<file path="src/hw/rtl/circular_doubly_linked_list_engine_defines.svh">
// assertion helpers for the list engine
`ifndef CIRCULAR_DOUBLY_LINKED_LIST_ENGINE_DEFINES_SVH
`define CIRCULAR_DOUBLY_LINKED_LIST_ENGINE_DEFINES_SVH

// implication checked on every rising clock edge outside reset
`define CDLL_ASSERT_IMP(label, ante, cons, msg) \
  label: assert property (@(posedge clk_i) disable iff (!rst_ni) (ante) |-> (cons)) \
    else $error(msg);

// implication whose consequent is checked in the cycle after the antecedent
`define CDLL_ASSERT_NEXT(label, ante, cons, msg) \
  label: assert property (@(posedge clk_i) disable iff (!rst_ni) (ante) |=> (cons)) \
    else $error(msg);

`endif

</file>
<file path="src/hw/rtl/cdll_pkg.sv">
package cdll_pkg;

  localparam int unsigned PoolDepth = 32;
  localparam int unsigned IdxW      = $clog2(PoolDepth);
  localparam int unsigned CntW      = $clog2(PoolDepth + 1);

  typedef logic [IdxW-1:0] idx_t;
  typedef logic [CntW-1:0] cnt_t;

  typedef enum logic [2:0] {
    OpInsFirst = 3'd0,
    OpInsLast  = 3'd1,
    OpDelFirst = 3'd2,
    OpDelLast  = 3'd3,
    OpInsAfter = 3'd4,
    OpDelValue = 3'd5,
    OpEdit     = 3'd6,
    OpTraverse = 3'd7
  } op_e;

  typedef enum logic [1:0] {
    StOk       = 2'd0,
    StEmpty    = 2'd1,
    StNotFound = 2'd2,
    StFull     = 2'd3
  } status_e;

  typedef enum logic [3:0] {
    SIdle,
    SDecide,
    SRdTail,
    SLinkHead,
    SRdDel,
    SUnlink,
    SSearch,
    SFound,
    SInsAfter,
    SFinish,
    STravRd,
    STravOut,
    SOut
  } state_e;

endpackage

</file>
<file path="src/hw/rtl/cdll_ram.sv">
module cdll_ram #(
  parameter int unsigned Width = 32,
  parameter int unsigned Depth = 32
) (
  input  logic                     clk_i,
  input  logic                     we_i,
  input  logic [$clog2(Depth)-1:0] waddr_i,
  input  logic [Width-1:0]         wdata_i,
  input  logic [$clog2(Depth)-1:0] raddr_i,
  output logic [Width-1:0]         rdata_o
);

  logic [Width-1:0] mem_q [Depth];

  always_ff @(posedge clk_i) begin
    if (we_i) begin
      mem_q[waddr_i] <= wdata_i;
    end
    rdata_o <= mem_q[raddr_i];
  end

endmodule

</file>
<file path="src/hw/rtl/circular_doubly_linked_list_engine.sv">
// Circular doubly linked list of signed 32-bit values held in a pool of
// PoolDepth nodes (three RAMs: value, next link, prev link, each with one
// write and one read port). Each item carries one operation; every
// operation answers with one result item except traverse, which answers
// with one per element, marking the last with tlast. The block takes one
// item at a time. A search walks the list one node at a time (a RAM read
// then a compare) for ins_after, del_value and edit; traverse reads each
// element and then waits on the output side to hand it over. New nodes
// take the lowest free index, found by a priority encoder over the
// free map.
`include "circular_doubly_linked_list_engine_defines.svh"

module circular_doubly_linked_list_engine
  import cdll_pkg::*;
(
  input  logic        clk_i,
  input  logic        rst_ni,
  input  logic        s_axis_tvalid_i,
  output logic        s_axis_tready_o,
  input  logic [71:0] s_axis_tdata_i,  // operation[2:0], value[34:3], new_value[66:35]
  output logic        m_axis_tvalid_o,
  input  logic        m_axis_tready_i,
  output logic [39:0] m_axis_tdata_o,  // status[1:0], item_value[33:2]
  output logic        m_axis_tlast_o
);

  state_e state_q, state_d;

  op_e         op_q;
  logic [31:0] val_q, nval_q;
  logic [PoolDepth-1:0] free_q, free_d;
  idx_t head_q, head_d;
  logic nonempty_q, nonempty_d;
  idx_t cur_q, cur_d;       // node under work
  idx_t aux_q, aux_d;       // new node
  idx_t nxt_q, nxt_d;
  idx_t prv_q, prv_d;
  cnt_t steps_q, steps_d;
  logic [1:0] sub_q, sub_d;  // micro step within a state

  logic [1:0]  ost_q, ost_d;
  logic [31:0] oval_q, oval_d;
  logic        olast_q, olast_d;

  // ram ports
  logic        v_we, n_we, p_we;
  idx_t        v_wa, n_wa, p_wa, v_ra, n_ra, p_ra;
  logic [31:0] v_wd, v_rd;
  idx_t        n_wd, p_wd, n_rd, p_rd;
  logic        n_we_m, p_we_m;
  idx_t        n_wa_m, n_wd_m, p_wa_m, p_wd_m;

  cdll_ram #(.Width(32), .Depth(PoolDepth)) u_val (
    .clk_i, .we_i(v_we), .waddr_i(v_wa), .wdata_i(v_wd), .raddr_i(v_ra), .rdata_o(v_rd)
  );
  cdll_ram #(.Width(IdxW), .Depth(PoolDepth)) u_next (
    .clk_i, .we_i(n_we_m), .waddr_i(n_wa_m), .wdata_i(n_wd_m), .raddr_i(n_ra),
    .rdata_o(n_rd)
  );
  cdll_ram #(.Width(IdxW), .Depth(PoolDepth)) u_prev (
    .clk_i, .we_i(p_we_m), .waddr_i(p_wa_m), .wdata_i(p_wd_m), .raddr_i(p_ra),
    .rdata_o(p_rd)
  );

  // lowest free node
  logic free_any;
  idx_t free_idx;
  always_comb begin
    free_any = 1'b0;
    free_idx = '0;
    for (int i = PoolDepth - 1; i >= 0; i--) begin
      if (free_q[i]) begin
        free_any = 1'b1;
        free_idx = idx_t'(i);
      end
    end
  end

  logic in_acc, out_acc;
  assign in_acc  = s_axis_tvalid_i && s_axis_tready_o;
  assign out_acc = m_axis_tvalid_o && m_axis_tready_i;

  always_ff @(posedge clk_i or negedge rst_ni) begin
    if (!rst_ni) begin
      state_q    <= SIdle;
      free_q     <= '1;
      head_q     <= '0;
      nonempty_q <= 1'b0;
    end else begin
      state_q    <= state_d;
      free_q     <= free_d;
      head_q     <= head_d;
      nonempty_q <= nonempty_d;
    end
  end

  always_ff @(posedge clk_i) begin
    if (in_acc) begin
      op_q   <= op_e'(s_axis_tdata_i[2:0]);
      val_q  <= s_axis_tdata_i[34:3];
      nval_q <= s_axis_tdata_i[66:35];
    end
    cur_q   <= cur_d;
    aux_q   <= aux_d;
    nxt_q   <= nxt_d;
    prv_q   <= prv_d;
    steps_q <= steps_d;
    sub_q   <= sub_d;
    ost_q   <= ost_d;
    oval_q  <= oval_d;
    olast_q <= olast_d;
  end

  // next state
  always_comb begin
    state_d = state_q;
    unique case (state_q)
      SIdle:   if (in_acc) state_d = SDecide;
      SDecide: begin
        unique case (op_q)
          OpInsFirst, OpInsLast: begin
            if (!free_any) state_d = SOut;
            else if (!nonempty_q) state_d = SLinkHead;
            else state_d = SRdTail;
          end
          OpDelFirst, OpDelLast: state_d = nonempty_q ? SRdDel : SOut;
          OpInsAfter, OpDelValue, OpEdit: state_d = nonempty_q ? SSearch : SOut;
          OpTraverse: state_d = nonempty_q ? STravRd : SOut;
          default: state_d = SOut;
        endcase
      end
      SRdTail:   if (sub_q == 2'd1) state_d = SLinkHead;
      SLinkHead: state_d = SOut;
      SRdDel:    if (sub_q == 2'd2) state_d = SUnlink;
      SUnlink:   state_d = SOut;
      SSearch: begin
        if (sub_q == 2'd1) begin
          if (v_rd == val_q) state_d = SFound;
          else if (n_rd == head_q || steps_q == cnt_t'(PoolDepth - 1)) state_d = SOut;
        end
      end
      SFound: begin
        unique case (op_q)
          OpInsAfter: state_d = free_any ? SInsAfter : SOut;
          OpDelValue: state_d = SRdDel;
          default:    state_d = SOut;
        endcase
      end
      SInsAfter: state_d = SOut;
      SFinish:   state_d = SOut;
      STravRd:   if (sub_q == 2'd1) state_d = STravOut;
      STravOut:  if (out_acc) state_d = olast_q ? SIdle : STravRd;
      SOut:      if (out_acc) state_d = SIdle;
      default:   state_d = SIdle;
    endcase
  end

  // datapath and outputs
  always_comb begin
    free_d = free_q; head_d = head_q; nonempty_d = nonempty_q;
    cur_d = cur_q; aux_d = aux_q; nxt_d = nxt_q; prv_d = prv_q;
    steps_d = steps_q; sub_d = sub_q;
    ost_d = ost_q; oval_d = oval_q; olast_d = olast_q;
    v_we = 1'b0; n_we = 1'b0; p_we = 1'b0;
    v_wa = cur_q; n_wa = cur_q; p_wa = cur_q;
    v_wd = nval_q; n_wd = nxt_q; p_wd = prv_q;
    v_ra = cur_q; n_ra = cur_q; p_ra = cur_q;
    s_axis_tready_o = 1'b0;
    unique case (state_q)
      SIdle: begin
        s_axis_tready_o = 1'b1;
        sub_d = '0;
        steps_d = '0;
        ost_d = StOk; oval_d = '0; olast_d = 1'b1;
      end
      SDecide: begin
        sub_d = '0;
        cur_d = head_q;
        unique case (op_q)
          OpInsFirst, OpInsLast: begin
            aux_d = free_idx;
            if (!free_any) ost_d = StFull;
          end
          OpDelFirst, OpDelLast: if (!nonempty_q) ost_d = StEmpty;
          OpTraverse: if (!nonempty_q) ost_d = StEmpty;
          default: if (!nonempty_q) ost_d = StNotFound;
        endcase
      end
      SRdTail: begin
        // read prev of head, tail lands next cycle
        p_ra = head_q;
        sub_d = sub_q + 2'd1;
        if (sub_q == 2'd1) prv_d = p_rd;
      end
      SLinkHead: begin
        free_d[aux_q] = 1'b0;
        v_we = 1'b1; v_wa = aux_q; v_wd = val_q;
        n_we = 1'b1; n_wa = aux_q;
        p_we = 1'b1; p_wa = aux_q;
        if (!nonempty_q) begin
          n_wd = aux_q; p_wd = aux_q;
          head_d = aux_q; nonempty_d = 1'b1;
        end else begin
          // next of old tail and prev of head follow in the fix cycle
          n_wd = head_q; p_wd = prv_q;
          cur_d = prv_q;
          if (op_q == OpInsFirst) head_d = aux_q;
        end
      end
      SRdDel: begin
        // sub 0: for del_last fetch tail; sub 1..2: read links of cur
        sub_d = sub_q + 2'd1;
        p_ra = (sub_q == 2'd0) ? head_q : cur_q;
        n_ra = cur_q;
        if (sub_q == 2'd1 && op_q == OpDelLast && steps_q == '0) begin
          cur_d = p_rd; sub_d = 2'd0; steps_d = cnt_t'(1);
        end
        if (sub_q == 2'd0 && !(op_q == OpDelLast && steps_q == '0)) sub_d = 2'd1;
        if (sub_q == 2'd2) begin
          nxt_d = n_rd; prv_d = p_rd;
        end
      end
      SUnlink: begin
        free_d[cur_q] = 1'b1;
        if (nxt_q == cur_q) begin
          nonempty_d = 1'b0; head_d = '0;
        end else begin
          n_we = 1'b1; n_wa = prv_q; n_wd = nxt_q;
          p_we = 1'b1; p_wa = nxt_q; p_wd = prv_q;
          if (cur_q == head_q) head_d = nxt_q;
        end
      end
      SSearch: begin
        sub_d = sub_q + 2'd1;
        if (sub_q == 2'd1) begin
          sub_d = '0;
          nxt_d = n_rd;
          if (v_rd == val_q) begin
            sub_d = '0;
          end else if (n_rd == head_q || steps_q == cnt_t'(PoolDepth - 1)) begin
            ost_d = StNotFound;
          end else begin
            cur_d = n_rd; steps_d = steps_q + cnt_t'(1);
          end
        end
      end
      SFound: begin
        sub_d = '0;
        steps_d = cnt_t'(1);  // del_value already has cur
        aux_d = free_idx;
        unique case (op_q)
          OpInsAfter: if (!free_any) ost_d = StFull;
          OpDelValue: begin end
          default: begin
            v_we = 1'b1; v_wa = cur_q; v_wd = nval_q;
          end
        endcase
      end
      SInsAfter: begin
        free_d[aux_q] = 1'b0;
        v_we = 1'b1; v_wa = aux_q; v_wd = nval_q;
        n_we = 1'b1; n_wa = aux_q; n_wd = nxt_q;
        p_we = 1'b1; p_wa = aux_q; p_wd = cur_q;
      end
      SFinish: begin end
      STravRd: begin
        sub_d = sub_q + 2'd1;
        if (sub_q == 2'd1) begin
          oval_d = v_rd; nxt_d = n_rd;
          steps_d = steps_q + cnt_t'(1);
          olast_d = (n_rd == head_q) || (steps_q == cnt_t'(PoolDepth - 1));
        end
      end
      STravOut: begin
        sub_d = '0;
        if (out_acc) cur_d = nxt_q;
      end
      SOut: begin end
      default: begin end
    endcase
  end

  // second link writes that share a port are done in a fix cycle below
  logic fix_q;
  idx_t fix_n_wa_q, fix_n_wd_q, fix_p_wa_q, fix_p_wd_q;
  always_ff @(posedge clk_i or negedge rst_ni) begin
    if (!rst_ni) begin
      fix_q <= 1'b0;
    end else begin
      fix_q <= (state_q == SLinkHead && nonempty_q) || (state_q == SInsAfter);
    end
  end
  always_ff @(posedge clk_i) begin
    if (state_q == SLinkHead) begin
      fix_n_wa_q <= prv_q;  fix_n_wd_q <= aux_q;
      fix_p_wa_q <= head_q; fix_p_wd_q <= aux_q;
    end else begin
      fix_n_wa_q <= cur_q;  fix_n_wd_q <= aux_q;
      fix_p_wa_q <= nxt_q;  fix_p_wd_q <= aux_q;
    end
  end

  always_comb begin
    n_we_m = n_we; n_wa_m = n_wa; n_wd_m = n_wd;
    p_we_m = p_we; p_wa_m = p_wa; p_wd_m = p_wd;
    if (fix_q) begin
      n_we_m = 1'b1; n_wa_m = fix_n_wa_q; n_wd_m = fix_n_wd_q;
      p_we_m = 1'b1; p_wa_m = fix_p_wa_q; p_wd_m = fix_p_wd_q;
    end
  end

  assign m_axis_tvalid_o = (state_q == SOut && !fix_q) || (state_q == STravOut);
  assign m_axis_tdata_o  = {6'd0, oval_q, ost_q};
  assign m_axis_tlast_o  = olast_q;

  `CDLL_ASSERT_IMP(a_busy_not_ready, state_q != SIdle, !s_axis_tready_o,
    "input taken while busy")
  `CDLL_ASSERT_IMP(a_nontrav_last, m_axis_tvalid_o && state_q == SOut, m_axis_tlast_o,
    "single result not marked last")
  `CDLL_ASSERT_NEXT(a_ins_clears_free, state_q == SLinkHead, !free_q[aux_q],
    "new node still marked free")

endmodule
</file>
<file path="config.mk">
export PLATFORM = sky130hd
export DESIGN_NAME = circular_doubly_linked_list_engine
export DESIGN_NICKNAME = d
export VERILOG_FILES = /design/src/hw/rtl/cdll_pkg.sv /design/src/hw/rtl/cdll_ram.sv /design/src/hw/rtl/circular_doubly_linked_list_engine.sv
export VERILOG_INCLUDE_DIRS = /design/src /design/src/hw/rtl
export SDC_FILE = /design/constraint.sdc
export NUM_CORES = 2
export LEC_CHECK = 0
export ABC_AREA = 1
export BUFFER_PORTS_ARGS = -buffer_cell sky130_fd_sc_hd__buf_2
export CORE_ASPECT_RATIO = 1.5
export CORE_UTILIZATION = 30
export DETAILED_ROUTE_END_ITERATION = 12
export PLACE_DENSITY = 0.45
export SLEW_MARGIN = 10
export SYNTH_ARGS = -nofsm -noshare
export SYNTH_HDL_FRONTEND = slang
export SYNTH_SLANG_ARGS = --single-unit
</file>
<file path="constraint.sdc">
create_clock -name clk_i -period 6.5 [get_ports clk_i]
set_clock_uncertainty 0.2 [all_clocks]
set_input_delay 1.3 -clock clk_i [delete_from_list [all_inputs] [get_ports clk_i]]
set_output_delay 1.3 -clock clk_i [all_outputs]
set_load 0.1 [all_outputs]
</file>
==> summary.md <==
| Metric | Value |
|---|---|
| Total CTS buffers | 159 |
| Least-Margin Pin Slew | 1.22 ns |
| Worst hold slack | 0.250 ns |
| RSZ-0062 raised after global routing | false |
| Die height | 552 um |
| Clk buf depth | 3 |
| CTS resizes | 0 |
| YS warnings | 0 |
| Total gr overflow | 0 |
| Worst Path Arrival | 5.07 ns |
| Status | finished, final reports clean |
| Area leader, netlist | edfxtp_1 |
| Slew Viols, Final | 0 |
| Num ports | 119 |
| Die W | 369 um |
| #FFs+latches synth | 1574 |
| FMAX | 209 MHz |
| CP bufs+invs | 4 |
| CTS Hold Bufs | 0 |
| Most common cell in the netlist | edfxtp_1 |
| Post-CTS setup buffers | 0 |
| Avg Synthesized Cell Area | 14.5 um^2 |
| Async S/R FF share, synth | 2.73% |
| Final Cell Area | 70200 um^2 |
| Cell family with most CP delay | simple AND/OR/NAND/NOR gates |
| Mapped Area | 60600 um^2 |
| Clock transition at path regs | 0.06 ns |
| Synth area leaders | edfxtp_1 (73%), a22oi_1 (7.4%), nand2_1 (4.1%) |
| Critical path launch point type | flip-flop |
| Gr usage total | 17.1% |
| Gpl congestion | 0.851 |
| Rel. slew slack | 18.8% |
| Crit-path slowest cell | nor2_4 |
| Max cap viols | 0 |
| Area grow syn2layout | 15.9% |
| Root Driver | clkbuf_16 |
| Nets | 4419 |
| Area of the core | 200000 um^2 |
| First-pass GRT wire length | 255000 um |
| Crit path max fanout | 21 |
| Hpwl dp | 109000 um |
| Avg Vias per Cell | 5.04 |
| DR iter-0 viols | 2722 |
| Layout cells sized above 1 | 13.3% |
| Most frequent cells after synthesis | edfxtp_1 (1474), nand2_1 (661), a22oi_1 (594) |
| Routed WL per cell | 25.0 um |
| EDFF count, synth | 1474 |
| Final setup violation count | 0 |
| Worst hold path class | flip-flop to flip-flop |
| Residual DRC | 0 |
| Syn Inst Count | 4170 |
| Pre-antenna DRT Iters | 5 |
| Largest net degree at the start of global routing | 151 |
| Dpl cell area | 64900 um^2 |
| Tmin final | 4.79 ns |
| Top-area cell type share of the netlist area | 73.1% |
| Worst Path Required | 6.78 ns |
| Final period util | 73.6% |
| Setup CP Type | flip-flop to flip-flop |
| Antenna-violating nets left | 0 |
| Top_reg_cell synth | edfxtp_1 |
| PortBufs | 107 |
| TritonCTS clock tree | done |
| Clk_lat worst skew | 0.81 ns |
| CP Capture Type | flip-flop |
| Via Count | 35800 |
| Antenna violations before repair | 6 |
| Worst path max stage delay | 0.95 ns |
| Crit path cell chain | inv_2 -> nor2_4 -> inv_2 -> nor3_1 -> inv_1 -> o21ai_0 -> nand3_1 -> nor2_4 -> buf_4 |
| Power density over cell area | 485 nW/um^2 |
| Final hold vios | 0 |
| VDD IR-drop max | 0.319 mV |
| Netlist cell types | 65 |
| Starting Density | 30.3% |
| TNS Setup | 0 ns |
| Die Area | 204000 um^2 |
| Final WL | 177000 um |
| H-tree depth | 4 |
| Register area share after synthesis | 76.8% |
| Vias in the first global route | 36400 |
| Leakage dissipation | 23.5 nW |
| Clk sinks | 1574 |
| Rows | 201 |
## cell usage in the layout, fill, tap and decap left out, types with 15 or more instances in the layout
cell type  instances
a2111o_1          25
a21boi_0          29
a21oi_1           28
a221oi_1          26
a22o_1            36
a22oi_1          594
buf_2            107
buf_4            102
clkbuf_1          37
clkbuf_16        161
clkinv_1          31
clkinv_2          23
dfstp_2           32
dfxtp_1           57
edfxtp_1        1474
inv_1            170
nand2_1          661
nand3_1           46
nand4_1           37
nor2_1           240
nor2_4            44
nor3_1            15
o21ai_0          173
o21ai_1           23
o221ai_1          42
o22ai_1           20
xnor2_1           25
## through the flow
stage | worst slack [ns] | std cells | total power (W) | util (%)
2_1_floorplan | 0.749 | 4175 | 0.0205 | -
3_3_place_gp | 1.66 | 6815 | 0.0251 | 32.4
3_5_place_dp | 1.69 | 6815 | 0.0251 | 32.4
4_1_cts | 1.72 | 7109 | 0.0344 | 35.1
5_1_grt | 1.49 | 7110 | 0.0356 | 35.1
6_report | 1.71 | 7110 | 0.0341 | 35.1
## layer usage
metal	part of all wire, %	track usage (%)	up-vias
met5	0.0045	0	-
met4	2.9	5.77	2
met3	4.6	2.74	268
met2	51	29.7	932
met1	42	21.5	18300
li1	-	-	16300
## cell families after synthesis
logic type                 Yosys count  synth area share [%]
other                                1               0.00619
buffers and inverters              409                  2.74
muxes                                1                0.0186
AOI/OAI and AO/OA                 1069                  12.7
DFF                               1574                  76.8
and+or+nand+nor                   1083                  7.26
xor gates and xnor gates            27                 0.390
adders and majority gates            6                 0.124
## flip-flops by register name (all words and copies together), names as in the netlist, 2 cells and up
signal          count
sub_q               2
cur_q               5
head_q              5
op_q                3
aux_q               5
prv_q               5
u_prev.rdata_o      5
free_q             32
u_next.rdata_o      5
oval_q             32
nval_q             32
fix_p_wa_q          5
state_q             4
u_prev.mem_q      160
u_val.rdata_o      32
ost_q               2
nxt_q               5
u_val.mem_q      1024
fix_p_wd_q          5
val_q              32
u_next.mem_q      160
fix_n_wa_q          5
steps_q             6
## report_power, final
group	switching [W]	internal [W]	total [W]
sequential	0.000628	0.0129	0.0135
clock	0.00401	0.00523	0.00925
combinational	0.00844	0.00284	0.0113
## final cells by class
cell class / instances / area, um^2
Fill cell: 19400 / 130000
Sequential cell: 1574 / 46500
Inverter: 190 / 731
Clock buffer: 208 / 4310
Tap cell: 2639 / 3300
Clock inverter: 86 / 918
Multi-Input combinational cell: 2192 / 12900
Antenna cell: 1 / 2.50
Timing Repair Buffer: 220 / 1520
## worst paths after layout
path,startpoint,to,slack (ns),depth (start not counted)
worst min-delay path,aux_q[1]$_SDFFCE_PP0P_,fix_p_wd_q[1]$_DFF_P_,0.25,0
min in group asynchronous,rst_ni,state_q[0]$_DFFE_PN0P_,0.52,1
max in group asynchronous,rst_ni,nonempty_q$_DFFE_PN0P_,4.91,1
worst min register to register,aux_q[1]$_SDFFCE_PP0P_,fix_p_wd_q[1]$_DFF_P_,0.25,0
worst max register to register,state_q[2]$_DFFE_PN0P_,u_val.mem_q[7][7]$_DFFE_PP_,1.71,9
worst max-delay path,state_q[2]$_DFFE_PN0P_,u_val.mem_q[7][7]$_DFFE_PP_,1.71,9
Note: power is estimated with default switching activity, not from simulation.
